<file path="src/hw/rtl/bfsa_pkg.sv">
// Shared types and codes for the best-fit segment allocator.
// Used by bfsa_cell and best_fit_segment_allocator; no dependencies.
package bfsa_pkg;

	localparam logic [1:0] ST_OK        = 2'd0;
	localparam logic [1:0] ST_NO_FIT    = 2'd1;
	localparam logic [1:0] ST_NOT_FOUND = 2'd2;
	localparam logic [1:0] ST_FULL      = 2'd3;

	localparam logic KIND_ALLOC = 1'b0;
	localparam logic KIND_FREE  = 1'b1;

	// Managed units after reset.
	localparam int RESET_UNITS = 4096;

	typedef enum logic [3:0] {
		S_IDLE = 4'b0001,
		S_SCAN = 4'b0010,
		S_UPD  = 4'b0100,
		S_OUT  = 4'b1000
	} state_t;

	// Operation broadcast to every cell: init on a size write, the rest during the update cycle.
	typedef struct packed {
		logic init;       // reinitialize the table
		logic take;       // chosen entry becomes allocated
		logic trim;       // chosen entry gets a new last unit
		logic release_e;  // chosen entry becomes free
		logic make_rem;   // remainder slot becomes a free segment
	} upd_t;

endpackage

</file>
<file path="src/hw/rtl/best_fit_segment_allocator.sv">
// Best-fit segment allocator: top level with controller and the row of cells.
// Depends on bfsa_pkg and bfsa_cell.
// Each item scans the whole table (S_SCAN); S_UPD then applies the update and
// S_OUT loads the output register once it is empty. One item is in flight at a
// time; the next input transfer can follow once the controller is back in idle.
// Reset and a size write leave one free segment covering all memory (4096 units
// after reset); both take effect at once, no sweep.
module best_fit_segment_allocator
	import bfsa_pkg::*;
#(
	parameter int TABLE_DEPTH = 32,
	parameter int ADDR_BITS   = 16,
	parameter int OWNER_BITS  = 8
) (
	input  logic        clk,
	input  logic        arst_n,
	input  logic        in_valid,
	output logic        in_ready,
	input  logic        kind,
	input  logic [7:0]  owner_id,
	input  logic [16:0] request_size,
	output logic        out_valid,
	input  logic        out_ready,
	output logic [1:0]  status,
	output logic [15:0] seg_start,
	output logic [15:0] seg_end,
	input  logic        cfg_we,
	input  logic [16:0] cfg_data
);

	localparam int IDXW = (TABLE_DEPTH > 1) ? $clog2(TABLE_DEPTH) : 1;
	localparam int CNTW = $clog2(TABLE_DEPTH + 1);
	localparam int LENW = ADDR_BITS + 1;

	state_t state_q;
	logic [CNTW-1:0] cnt_q;
	logic kind_q;
	logic [OWNER_BITS-1:0] owner_q;
	logic [LENW-1:0] req_q;

	logic best_ok_q, slot_ok_q, hit_ok_q;
	logic [IDXW-1:0] best_q, slot_q, hit_q;
	logic [LENW-1:0] best_len_q;
	logic [ADDR_BITS-1:0] best_first_q, best_last_q, hit_first_q, hit_last_q;

	logic [1:0] status_q;
	logic [15:0] start_q, end_q;
	logic [1:0] out_status_q;
	logic [15:0] out_start_q, out_end_q;
	logic out_valid_q;

	logic [TABLE_DEPTH-1:0] v, f;
	logic [OWNER_BITS-1:0] ow [TABLE_DEPTH];
	logic [ADDR_BITS-1:0] fs [TABLE_DEPTH];
	logic [ADDR_BITS-1:0] ls [TABLE_DEPTH];

	logic shift;
	upd_t upd;
	logic [ADDR_BITS-1:0] init_last, split, new_last;
	logic [LENW-1:0] len0, cfg_sat;
	logic [IDXW-1:0] idx;
	logic split_case;

	assign idx = cnt_q[IDXW-1:0];
	assign shift = (state_q == S_SCAN);
	// The table is rebuilt in the same cycle as the size write, from the new size.
	assign init_last = ADDR_BITS'(cfg_sat - 1'b1);
	assign len0 = (ls[0] < fs[0]) ? '0 : LENW'({1'b0, ls[0]} - {1'b0, fs[0]} + 1'b1);
	assign split = ADDR_BITS'({1'b0, best_first_q} + req_q);
	assign new_last = split - 1'b1;
	assign split_case = best_ok_q && (best_len_q != req_q);

	always_comb begin
		cfg_sat = (cfg_data == '0) ? LENW'(1) : LENW'(cfg_data);
		if ({15'd0, cfg_data} > (32'd1 << ADDR_BITS))
			cfg_sat = LENW'(32'd1 << ADDR_BITS);
	end

	always_comb begin
		upd = '0;
		upd.init = cfg_we;
		if (state_q == S_UPD) begin
			if (kind_q == KIND_ALLOC) begin
				upd.take = best_ok_q && (!split_case || slot_ok_q);
				upd.trim = split_case && slot_ok_q;
				upd.make_rem = split_case && slot_ok_q;
			end else begin
				upd.release_e = hit_ok_q;
			end
		end
	end

	genvar g;
	generate
		for (g = 0; g < TABLE_DEPTH; g++) begin : g_cell
			localparam int P = (g + 1) % TABLE_DEPTH;
			bfsa_cell #(.ADDR_BITS(ADDR_BITS), .OWNER_BITS(OWNER_BITS)) u_cell (
				.clk(clk), .arst_n(arst_n), .shift(shift),
				.is_first(g == 0),
				.sel(best_q == IDXW'(g) && kind_q == KIND_ALLOC ||
					hit_q == IDXW'(g) && kind_q == KIND_FREE),
				.slot(slot_q == IDXW'(g)),
				.upd(upd), .init_last(init_last), .new_owner(owner_q),
				.new_last(new_last), .rem_first(split), .rem_last(best_last_q),
				.prev_valid(v[P]), .prev_free(f[P]), .prev_owner(ow[P]),
				.prev_first(fs[P]), .prev_last(ls[P]),
				.valid_q(v[g]), .free_q(f[g]), .owner_q(ow[g]),
				.first_q(fs[g]), .last_q(ls[g])
			);
		end
	endgenerate

	always_ff @(posedge clk or negedge arst_n) begin
		if (!arst_n) begin
			state_q <= S_IDLE;
			cnt_q <= '0;
			out_valid_q <= 1'b0;
			best_ok_q <= 1'b0;
			slot_ok_q <= 1'b0;
			hit_ok_q <= 1'b0;
		end else begin
			if (out_valid_q && out_ready)
				out_valid_q <= 1'b0;
			case (state_q)
				S_IDLE: begin
					if (in_valid && in_ready) begin
						state_q <= S_SCAN;
						cnt_q <= '0;
						best_ok_q <= 1'b0;
						slot_ok_q <= 1'b0;
						hit_ok_q <= 1'b0;
					end
				end
				S_SCAN: begin
					// Entry idx sits at cell 0 this cycle.
					if (v[0] && f[0] && req_q != '0 && len0 >= req_q &&
						(!best_ok_q || len0 < best_len_q)) begin
						best_ok_q <= 1'b1;
						best_q <= idx;
						best_len_q <= len0;
						best_first_q <= fs[0];
						best_last_q <= ls[0];
					end
					if (!v[0] && !slot_ok_q) begin
						slot_ok_q <= 1'b1;
						slot_q <= idx;
					end
					if (v[0] && !f[0] && ow[0] == owner_q && !hit_ok_q) begin
						hit_ok_q <= 1'b1;
						hit_q <= idx;
						hit_first_q <= fs[0];
						hit_last_q <= ls[0];
					end
					if (cnt_q == CNTW'(TABLE_DEPTH - 1))
						state_q <= S_UPD;
					cnt_q <= cnt_q + 1'b1;
				end
				S_UPD: begin
					state_q <= S_OUT;
					if (kind_q == KIND_ALLOC) begin
						if (!best_ok_q) begin
							status_q <= ST_NO_FIT;
							start_q <= '0;
							end_q <= '0;
						end else if (split_case && !slot_ok_q) begin
							status_q <= ST_FULL;
							start_q <= '0;
							end_q <= '0;
						end else begin
							status_q <= ST_OK;
							start_q <= 16'(best_first_q);
							end_q <= split_case ? 16'(new_last) : 16'(best_last_q);
						end
					end else if (!hit_ok_q) begin
						status_q <= ST_NOT_FOUND;
						start_q <= '0;
						end_q <= '0;
					end else begin
						status_q <= ST_OK;
						start_q <= 16'(hit_first_q);
						end_q <= 16'(hit_last_q);
					end
				end
				S_OUT: begin
					if (!out_valid_q) begin
						out_valid_q <= 1'b1;
						out_status_q <= status_q;
						out_start_q <= start_q;
						out_end_q <= end_q;
						state_q <= S_IDLE;
					end
				end
				default: state_q <= S_IDLE;
			endcase
		end
	end

	always_ff @(posedge clk) begin
		if (in_valid && in_ready) begin
			kind_q <= kind;
			owner_q <= OWNER_BITS'(owner_id);
			req_q <= LENW'(request_size);
		end
	end

	// Next item may enter while the previous result waits in the output register.
	assign in_ready = (state_q == S_IDLE);
	assign out_valid = out_valid_q;
	assign status = out_status_q;
	assign seg_start = out_start_q;
	assign seg_end = out_end_q;

	a_scan_len: assert property (@(posedge clk) disable iff (!arst_n)
		$rose(state_q == S_UPD) |-> cnt_q == CNTW'(TABLE_DEPTH))
		else $error("scan length wrong");
	a_out_hold: assert property (@(posedge clk) disable iff (!arst_n)
		out_valid && !out_ready |=> $stable(status) && $stable(seg_start))
		else $error("result changed while stalled");
	a_err_zero: assert property (@(posedge clk) disable iff (!arst_n)
		out_valid && status != ST_OK |-> seg_start == '0 && seg_end == '0)
		else $error("error result carries bounds");
	a_one_live: assert property (@(posedge clk) disable iff (!arst_n)
		in_valid && in_ready |=> state_q == S_SCAN)
		else $error("transfer did not start scan");

endmodule

</file>
<file path="src/hw/rtl/bfsa_cell.sv">
// One table entry of the segment allocator.
// Depends on bfsa_pkg. During a scan the row of cells rotates its contents by
// one place per cycle, so the controller sees every entry at cell 0.
module bfsa_cell
	import bfsa_pkg::*;
#(
	parameter int ADDR_BITS  = 16,
	parameter int OWNER_BITS = 8
) (
	input  logic                  clk,
	input  logic                  arst_n,
	input  logic                  shift,
	input  logic                  is_first,
	input  logic                  sel,
	input  logic                  slot,
	input  upd_t                  upd,
	input  logic [ADDR_BITS-1:0]  init_last,
	input  logic [OWNER_BITS-1:0] new_owner,
	input  logic [ADDR_BITS-1:0]  new_last,
	input  logic [ADDR_BITS-1:0]  rem_first,
	input  logic [ADDR_BITS-1:0]  rem_last,
	input  logic                  prev_valid,
	input  logic                  prev_free,
	input  logic [OWNER_BITS-1:0] prev_owner,
	input  logic [ADDR_BITS-1:0]  prev_first,
	input  logic [ADDR_BITS-1:0]  prev_last,
	output logic                  valid_q,
	output logic                  free_q,
	output logic [OWNER_BITS-1:0] owner_q,
	output logic [ADDR_BITS-1:0]  first_q,
	output logic [ADDR_BITS-1:0]  last_q
);

	always_ff @(posedge clk or negedge arst_n) begin
		if (!arst_n) begin
			valid_q <= is_first;
			free_q  <= is_first;
			owner_q <= '0;
			first_q <= '0;
			last_q  <= is_first ? ADDR_BITS'(RESET_UNITS - 1) : '0;
		end else if (upd.init) begin
			valid_q <= is_first;
			free_q  <= is_first;
			owner_q <= '0;
			first_q <= '0;
			last_q  <= is_first ? init_last : '0;
		end else if (shift) begin
			valid_q <= prev_valid;
			free_q  <= prev_free;
			owner_q <= prev_owner;
			first_q <= prev_first;
			last_q  <= prev_last;
		end else begin
			if (sel && upd.take) begin
				free_q  <= 1'b0;
				owner_q <= new_owner;
			end
			if (sel && upd.trim)
				last_q <= new_last;
			if (sel && upd.release_e)
				free_q <= 1'b1;
			if (slot && upd.make_rem) begin
				valid_q <= 1'b1;
				free_q  <= 1'b1;
				owner_q <= '0;
				first_q <= rem_first;
				last_q  <= rem_last;
			end
		end
	end

endmodule

</file>
<file path="config.mk">
export PLATFORM = sky130hd
export DESIGN_NAME = best_fit_segment_allocator
export DESIGN_NICKNAME = d
export VERILOG_FILES = /design/src/hw/rtl/bfsa_pkg.sv /design/src/hw/rtl/best_fit_segment_allocator.sv /design/src/hw/rtl/bfsa_cell.sv
export SDC_FILE = /design/constraint.sdc
export NUM_CORES = 2
export LEC_CHECK = 0
export BUFFER_PORTS_ARGS = -buffer_cell sky130_fd_sc_hd__buf_2
export CAP_MARGIN = 20
export CELL_PAD_IN_SITES_DETAIL_PLACEMENT = 1
export CELL_PAD_IN_SITES_GLOBAL_PLACEMENT = 1
export CORE_UTILIZATION = 49
export CTS_CLUSTER_DIAMETER = 40
export DETAILED_ROUTE_END_ITERATION = 7
export HOLD_SLACK_MARGIN = 0.1
export PLACE_DENSITY = 0.78
export SLEW_MARGIN = 25
export SYNTH_ARGS = -nofsm -noshare
export SYNTH_HDL_FRONTEND = slang
export SYNTH_SLANG_ARGS = --single-unit
</file>
<file path="constraint.sdc">
create_clock -name clk -period 18.1 [get_ports clk]
set_input_delay 5.43 -clock clk [delete_from_list [all_inputs] [get_ports clk]]
set_output_delay 5.43 -clock clk [all_outputs]
set_load 0.01 [all_outputs]
</file>
### Yosys cells after proc, flatten, opt, wreduce, memory -nomap -nowiden

Cells that the tools add are included.

| operators by class | value |
|---|---|
| add/sub/neg operators | 6 |
| $lt $le $gt $ge | 4 |
| equal/unequal tests | 106 |
| muxes and demuxes | 644 |
| bitwise operators | 2 |
| reduce and logical (&&, ||, !) cells | 390 |

Operators with widths:

| kind | count |
|---|---|
| $mux W16 | 235 |
| $mux W8 | 128 |
| $mux W1 | 265 |
| $reduce_bool A4 Y1 | 64 |
| $eq A5 B5 Y1 const B | 48 |
| $logic_and A1 B1 Y1 | 206 |
| $reduce_bool A5 Y1 | 32 |
| $eq A5 B4 Y1 const B | 24 |
| $reduce_bool A3 Y1 | 32 |
| $eq A5 B3 Y1 const B | 12 |
| $logic_or A1 B1 Y1 | 34 |
| $sub A16 B1 Y16 const B | 2 |
| $eq A5 B2 Y1 const B | 6 |
| $reduce_and A3 Y1 | 8 |
| $add A17 B1 Y17 const B | 1 |
| $ge A17 B17 Y1 | 1 |
| $gt A17 B17 Y1 const B | 1 |
| $logic_not A17 Y1 | 1 |
| $lt A17 B17 Y1 | 1 |
| $mux W17 | 1 |
| $ne A17 B17 Y1 | 1 |
| $reduce_bool A17 Y1 | 1 |
| $sub A16 B16 Y17 | 1 |
| $add A16 B16 Y16 | 1 |
| 22 further kinds | 46 |

| word-level totals | value |
|---|---|
| register bits after elaboration | 1548 |
| output and inout bits | 36 |

### Depth between registers and ports, before layout

| logic depth | value |
|---|---|
| word-level depth | 13 |
| gate-level depth with buffers | 25 |
| depth with buffers taken out | 25 |

### Worst setup path after synthesis

Ideal clock, no wire load.

| path | value |
|---|---|
| kind | input to register |
| start | in arst_n |
| end | reg best_first_q[0], enable pin |
| arrival time | 13.922 ns |
| data required time | 17.346 ns |
| path slack | 3.424 ns |
| stages on the path | 2 |
| path buffers | 0 |
| cell sequence | nand2_1 > a2111oi_0 |

| between the ends | value |
|---|---|
| longest elaborated chain between the ends | 1 |

Ends and longest elaborated chain:

| what | line | RTL |
|---|---|---|
| from (decl) | best_fit_segment_allocator.sv:16 | `input logic arst_n,` |
| $reduce_and A3 Y1 (no source line) | n/a |  |
| to (signal assigned) | best_fit_segment_allocator.sv:141 | `best_first_q <= fs[0];` |
| to (decl) | best_fit_segment_allocator.sv:44 | `logic [ADDR_BITS-1:0] best_first_q, best_last_q, hit_first_q, hit_last_q;` |

Every way passes these cells.
A chain may end at the register's enable or synchronous reset.

### Final worst setup path

| path | value |
|---|---|
| start | in cfg_data[6] |
| end | reg g_cell[0].u_cell.last_q[12] |

| between the ends | value |
|---|---|
| longest elaborated chain between the ends | 5 |

Ends and longest elaborated chain:

| what | line | RTL |
|---|---|---|
| from (decl) | best_fit_segment_allocator.sv:28 | `input logic [16:0] cfg_data` |
| branches (longest 2 deep; another with $gt A17 B17 Y1) | n/a |  |
| $mux W16 (*) | best_fit_segment_allocator.sv:75 | `if ({15'd0, cfg_data} > (32'd1 << ADDR_BITS))` |
| $sub A16 B1 Y16 (*) | best_fit_segment_allocator.sv:67 | `assign init_last = ADDR_BITS'(cfg_sat - 1'b1);` |
| $mux W16 (*) | bfsa_cell.sv:41 | `end else if (upd.init) begin` |
| to (signal assigned) | bfsa_cell.sv:40 | `last_q <= is_first ? ADDR_BITS'(RESET_UNITS - 1) : '0;` |
| to (signal assigned) | bfsa_cell.sv:46 | `last_q <= is_first ? init_last : '0;` |
| to (signal assigned) | bfsa_cell.sv:52 | `last_q <= prev_last;` |
| to (decl) | bfsa_cell.sv:31 | `output logic [ADDR_BITS-1:0] last_q` |

Mark *: on every way between the ends.

==> results.txt <==
Outcome - finished, final reports clean
Leakage - 36.3 nW
Max-cap violations - 0
Layout Nets - 8429
Ys Warns - 0
Share of cells above drive strength 1 - 10.6%
Syn nets - 8653
Compound-Gate Fraction of Synth Area - 26.2%
Vias in the first global route - 72700
Fin crit period - 8010 ps
Total CTS buffers - 235
Count of final setup violators - 0
Starting density of the core - 49.5%
RSZ-0062 raised after global routing - false
Synth Area in Adders - 1.63%
Final setup skew - 107 ps
Power per cell area - 182 nW/um^2
Clock Sink Count - 1548
DR vias - 69300
Worst vdd ir - 0.000128 V
Post-Synth XOR/XNOR Area - 0.835%
Synth Cell Area - 75500 sq um
Reg2reg end - best_first_q[9]
# DRC - 0
Tot GR Track Use - 37.3%
Register area share after synthesis - 52.6%
Multiplexer area fraction after synthesis - 0.492%
Final Hold Vio Count - 0
Worst skew pair latency - 910 ps
Post-cts resize count - 0
Core Rows - 143
CTS Hold Bufs - 0
Largest family of logic cells by synthesized area - compound AO/OA/AOI/OAI gates
Area Overhead vs Synth - 14.7%
Die width - 395 microns
Crit Path Max Fanout - 8
Fin. max-slew vios - 0
CORE AREA - 152000 sq um
Initial antenna violation count - 10
Worst path max stage delay - 620 ps
Startpoint of the most critical hold path - start_q[15]
DRT iter0 DRCs - 6727
Drt total wl - 293000 microns
Die height - 395 microns
Routed vias/inst - 6.58
Hold Crit Class - flop to flop
R2R cell count - 26
Clock Root Buffer - clkbuf_16
Fmax - 125 MHz
Cell family with most CP delay - simple AND/OR/NAND/NOR gates
Hold Path End - seg_start[15]
Global-route wire length before repair - 449000 microns
CP startpoint kind - input pin
Initial DRT Pass Iterations - 5
Total I/O pin count - 84
Max_slew headroom - 26.6%
Syn avg cell area - 8.87 sq um
CP max stage cell - or4_1
Synthesis-stage register bit count - 1548
Buffers on Ports - 83
Crit share post-route - 44.3%
Crit path cell chain - buf_2 > or4_1 > nor3_1 > nand3_1 > or2_2 > a21o_1 > ha_1 > or2_2 > a32oi_1 > a21oi_1 > a21oi_1 > o21ai_0
Placer Congestion - 0.925
Arr. time, crit path - 8720 ps
Overall Power - 0.0157 W
Buf/Inv on CP - 1
Main synth FF type - dfrtp_1
Req. time, crit path - 18810 ps
Avg WL per Cell - 27.8 microns
Worst slew pin tran - 1100 ps
Cell variety after synth - 77
Largest net degree at the start of global routing - 273
Post-DP HPWL - 187000 microns
Max Buffers Root-to-Sink - 3
Mapped Cells - 8512
Async S/R FF share, synth - 87.7%
Crit end category - flop
Final setup TNS - 0 ps
Postcts setup bufs - 0
Worst reg2reg path startpoint - g_cell[0].u_cell.first_q[1]
Worst hold path depth - 0
EDFF count, synth - 190
H-tree lvl count - 4
Clock transition at the registers of the reported paths - 60 ps
Post-synthesis simple-gate area fraction - 13.8%
Total grt overflow - 0
CTS tree - built
DRT antenna net count - 0
R2R Setup Slk - 11370 ps
Total die area - 156000 sq um
Crit path kind - input pin to flop
-- synth_stat cells, drive strengths merged, types with 7 or more instances --
master	number	share of area [%]
o31ai	109	1.1
nand3	24	0.16
a21oi	751	5.0
nor2b	36	0.30
nand4	12	0.11
buf	57	0.32
nor3b	7	0.070
inv	104	0.52
or2	33	0.27
o211ai	59	0.59
dfrtp	1343	45
xor2	33	0.38
a31oi	22	0.18
edfxtp	190	7.6
xnor2	39	0.45
and2	12	0.099
a2111oi	13	0.15
and3	12	0.099
o21ai	1397	9.3
a32oi	16	0.19
nor2	933	4.6
o22ai	45	0.37
mux2i	36	0.48
nor3	119	0.79
a211oi	272	2.7
a21o	23	0.23
a22o	93	1.1
clkbuf	719	3.6
a221oi	14	0.16
nand3b	10	0.099
o21a	19	0.19
nand2	1296	6.4
ha	84	1.4
a22oi	324	3.2
or3	29	0.24
a221o	52	0.69
fa	9	0.24
a311oi	53	0.61
dfstp	15	0.52
nand2b	26	0.22
nor4	17	0.18
-- worst max path at each step --
stage                            from                      endpoint  slack, ps  cells past startpoint
final                     cfg_data[6]   g_cell[0].u_cell.last_q[12]      10090                     12
after CTS                      cfg_we   g_cell[3].u_cell.owner_q[7]      10120                      9
after detailed placement       cfg_we   g_cell[3].u_cell.owner_q[7]       9310                      9
after floorplan                arst_n               best_first_q[0]       3420                      2
after global placement         cfg_we  g_cell[24].u_cell.owner_q[6]       9180                      9
after global routing      cfg_data[6]   g_cell[0].u_cell.last_q[12]       9960                     12
-- worst reg2reg max path, stage by stage, from the launching register on --
cell and delay [ps]:
dfrtp_1 640, inv_1 270, ha_1 350, inv_1 70, ha_1 230, fa_1 480, a21o_1 200, a21oi_1 300
o21bai_1 120, a21o_1 210, a21oi_1 240, inv_1 90, a31o_2 250, a21oi_1 180, xnor2_1 90, nor2_1 290
ha_1 340, a21oi_1 190, nor2b_1 70, o21ai_0 150, nand2b_1 70, a21oi_1 140, nor2b_1 60, o21ai_0 200
a21boi_0 150, a2111oi_2 420, buf_4 540
-- per-layer routing --
metal / share of wire (%) / up-vias / track usage [%] / wire (microns)
li1: - / 29800 / - / -
met1: 41 / 35800 / 49.8 / 119000
met2: 47 / 2925 / 60.3 / 138000
met3: 7.5 / 792 / 5.87 / 21900
met4: 4.6 / 6 / 16.3 / 13400
met5: 0.016 / - / 0 / 46
-- kinds of logic after synthesis --
family          Yosys count
fa+ha+maj                93
simple gates           2576
flops                  1548
mux                      37
xor+xnor                 72
compound gates         3305
buf+inv                 881
-- final cells by class --
class / instances / area, sq um
fillers: 17100 / 65800
flip-flops and latches: 1548 / 39700
clock buffers: 280 / 6370
diodes: 2 / 5.00
inverters: 105 / 394
multi-input cells: 6083 / 33000
well taps: 2030 / 2540
clock inverters: 163 / 2200
repair buffers: 315 / 2360
-- power breakdown --
part | switching, W | internal [W] | leakage [nW]
clock network | 0.00189 | 0.00300 | 4.10
registers | 0.000880 | 0.00478 | 19.4
logic | 0.00347 | 0.00173 | 12.8
-- flip-flops by register name, summed over array words and instances, names as in the netlist, 6 cells and up --
register               count
g_cell.u_cell.first_q    512
g_cell.u_cell.last_q     512
end_q                     16
req_q                     17
g_cell.u_cell.owner_q    256
cnt_q                      6
g_cell.u_cell.free_q      32
hit_first_q               16
best_first_q              16
best_len_q                17
start_q                   16
hit_last_q                16
seg_start                 16
g_cell.u_cell.valid_q     32
owner_q                    8
seg_end                   16
best_last_q               16
-- stage by stage --
stage	instance area [sq um]	cells	setup slack [ps]	hold WS (ps)	util, %
global placement	77800	10100	9180	401	51.0
detailed placement	77800	10100	9310	406	51.1
global route	86600	10500	9960	422	56.8
CTS	86400	10500	10120	421	56.7
floorplan	75500	8512	3420	400	-
finish	86600	10500	10090	419	56.8
-- layout by cell type (no fill, tap or decap), drive strengths merged, types with 59 or more instances in the layout --
master,n
o21ai,1397
dfrtp,1343
nand2,1296
nor2,933
a21oi,751
a22oi,324
buf,315
clkbuf,280
a211oi,272
edfxtp,190
inv,134
nor3,119
o31ai,109
a22o,93
ha,84
clkinv,71
o211ai,59
(Power assumes the default switching activity.)
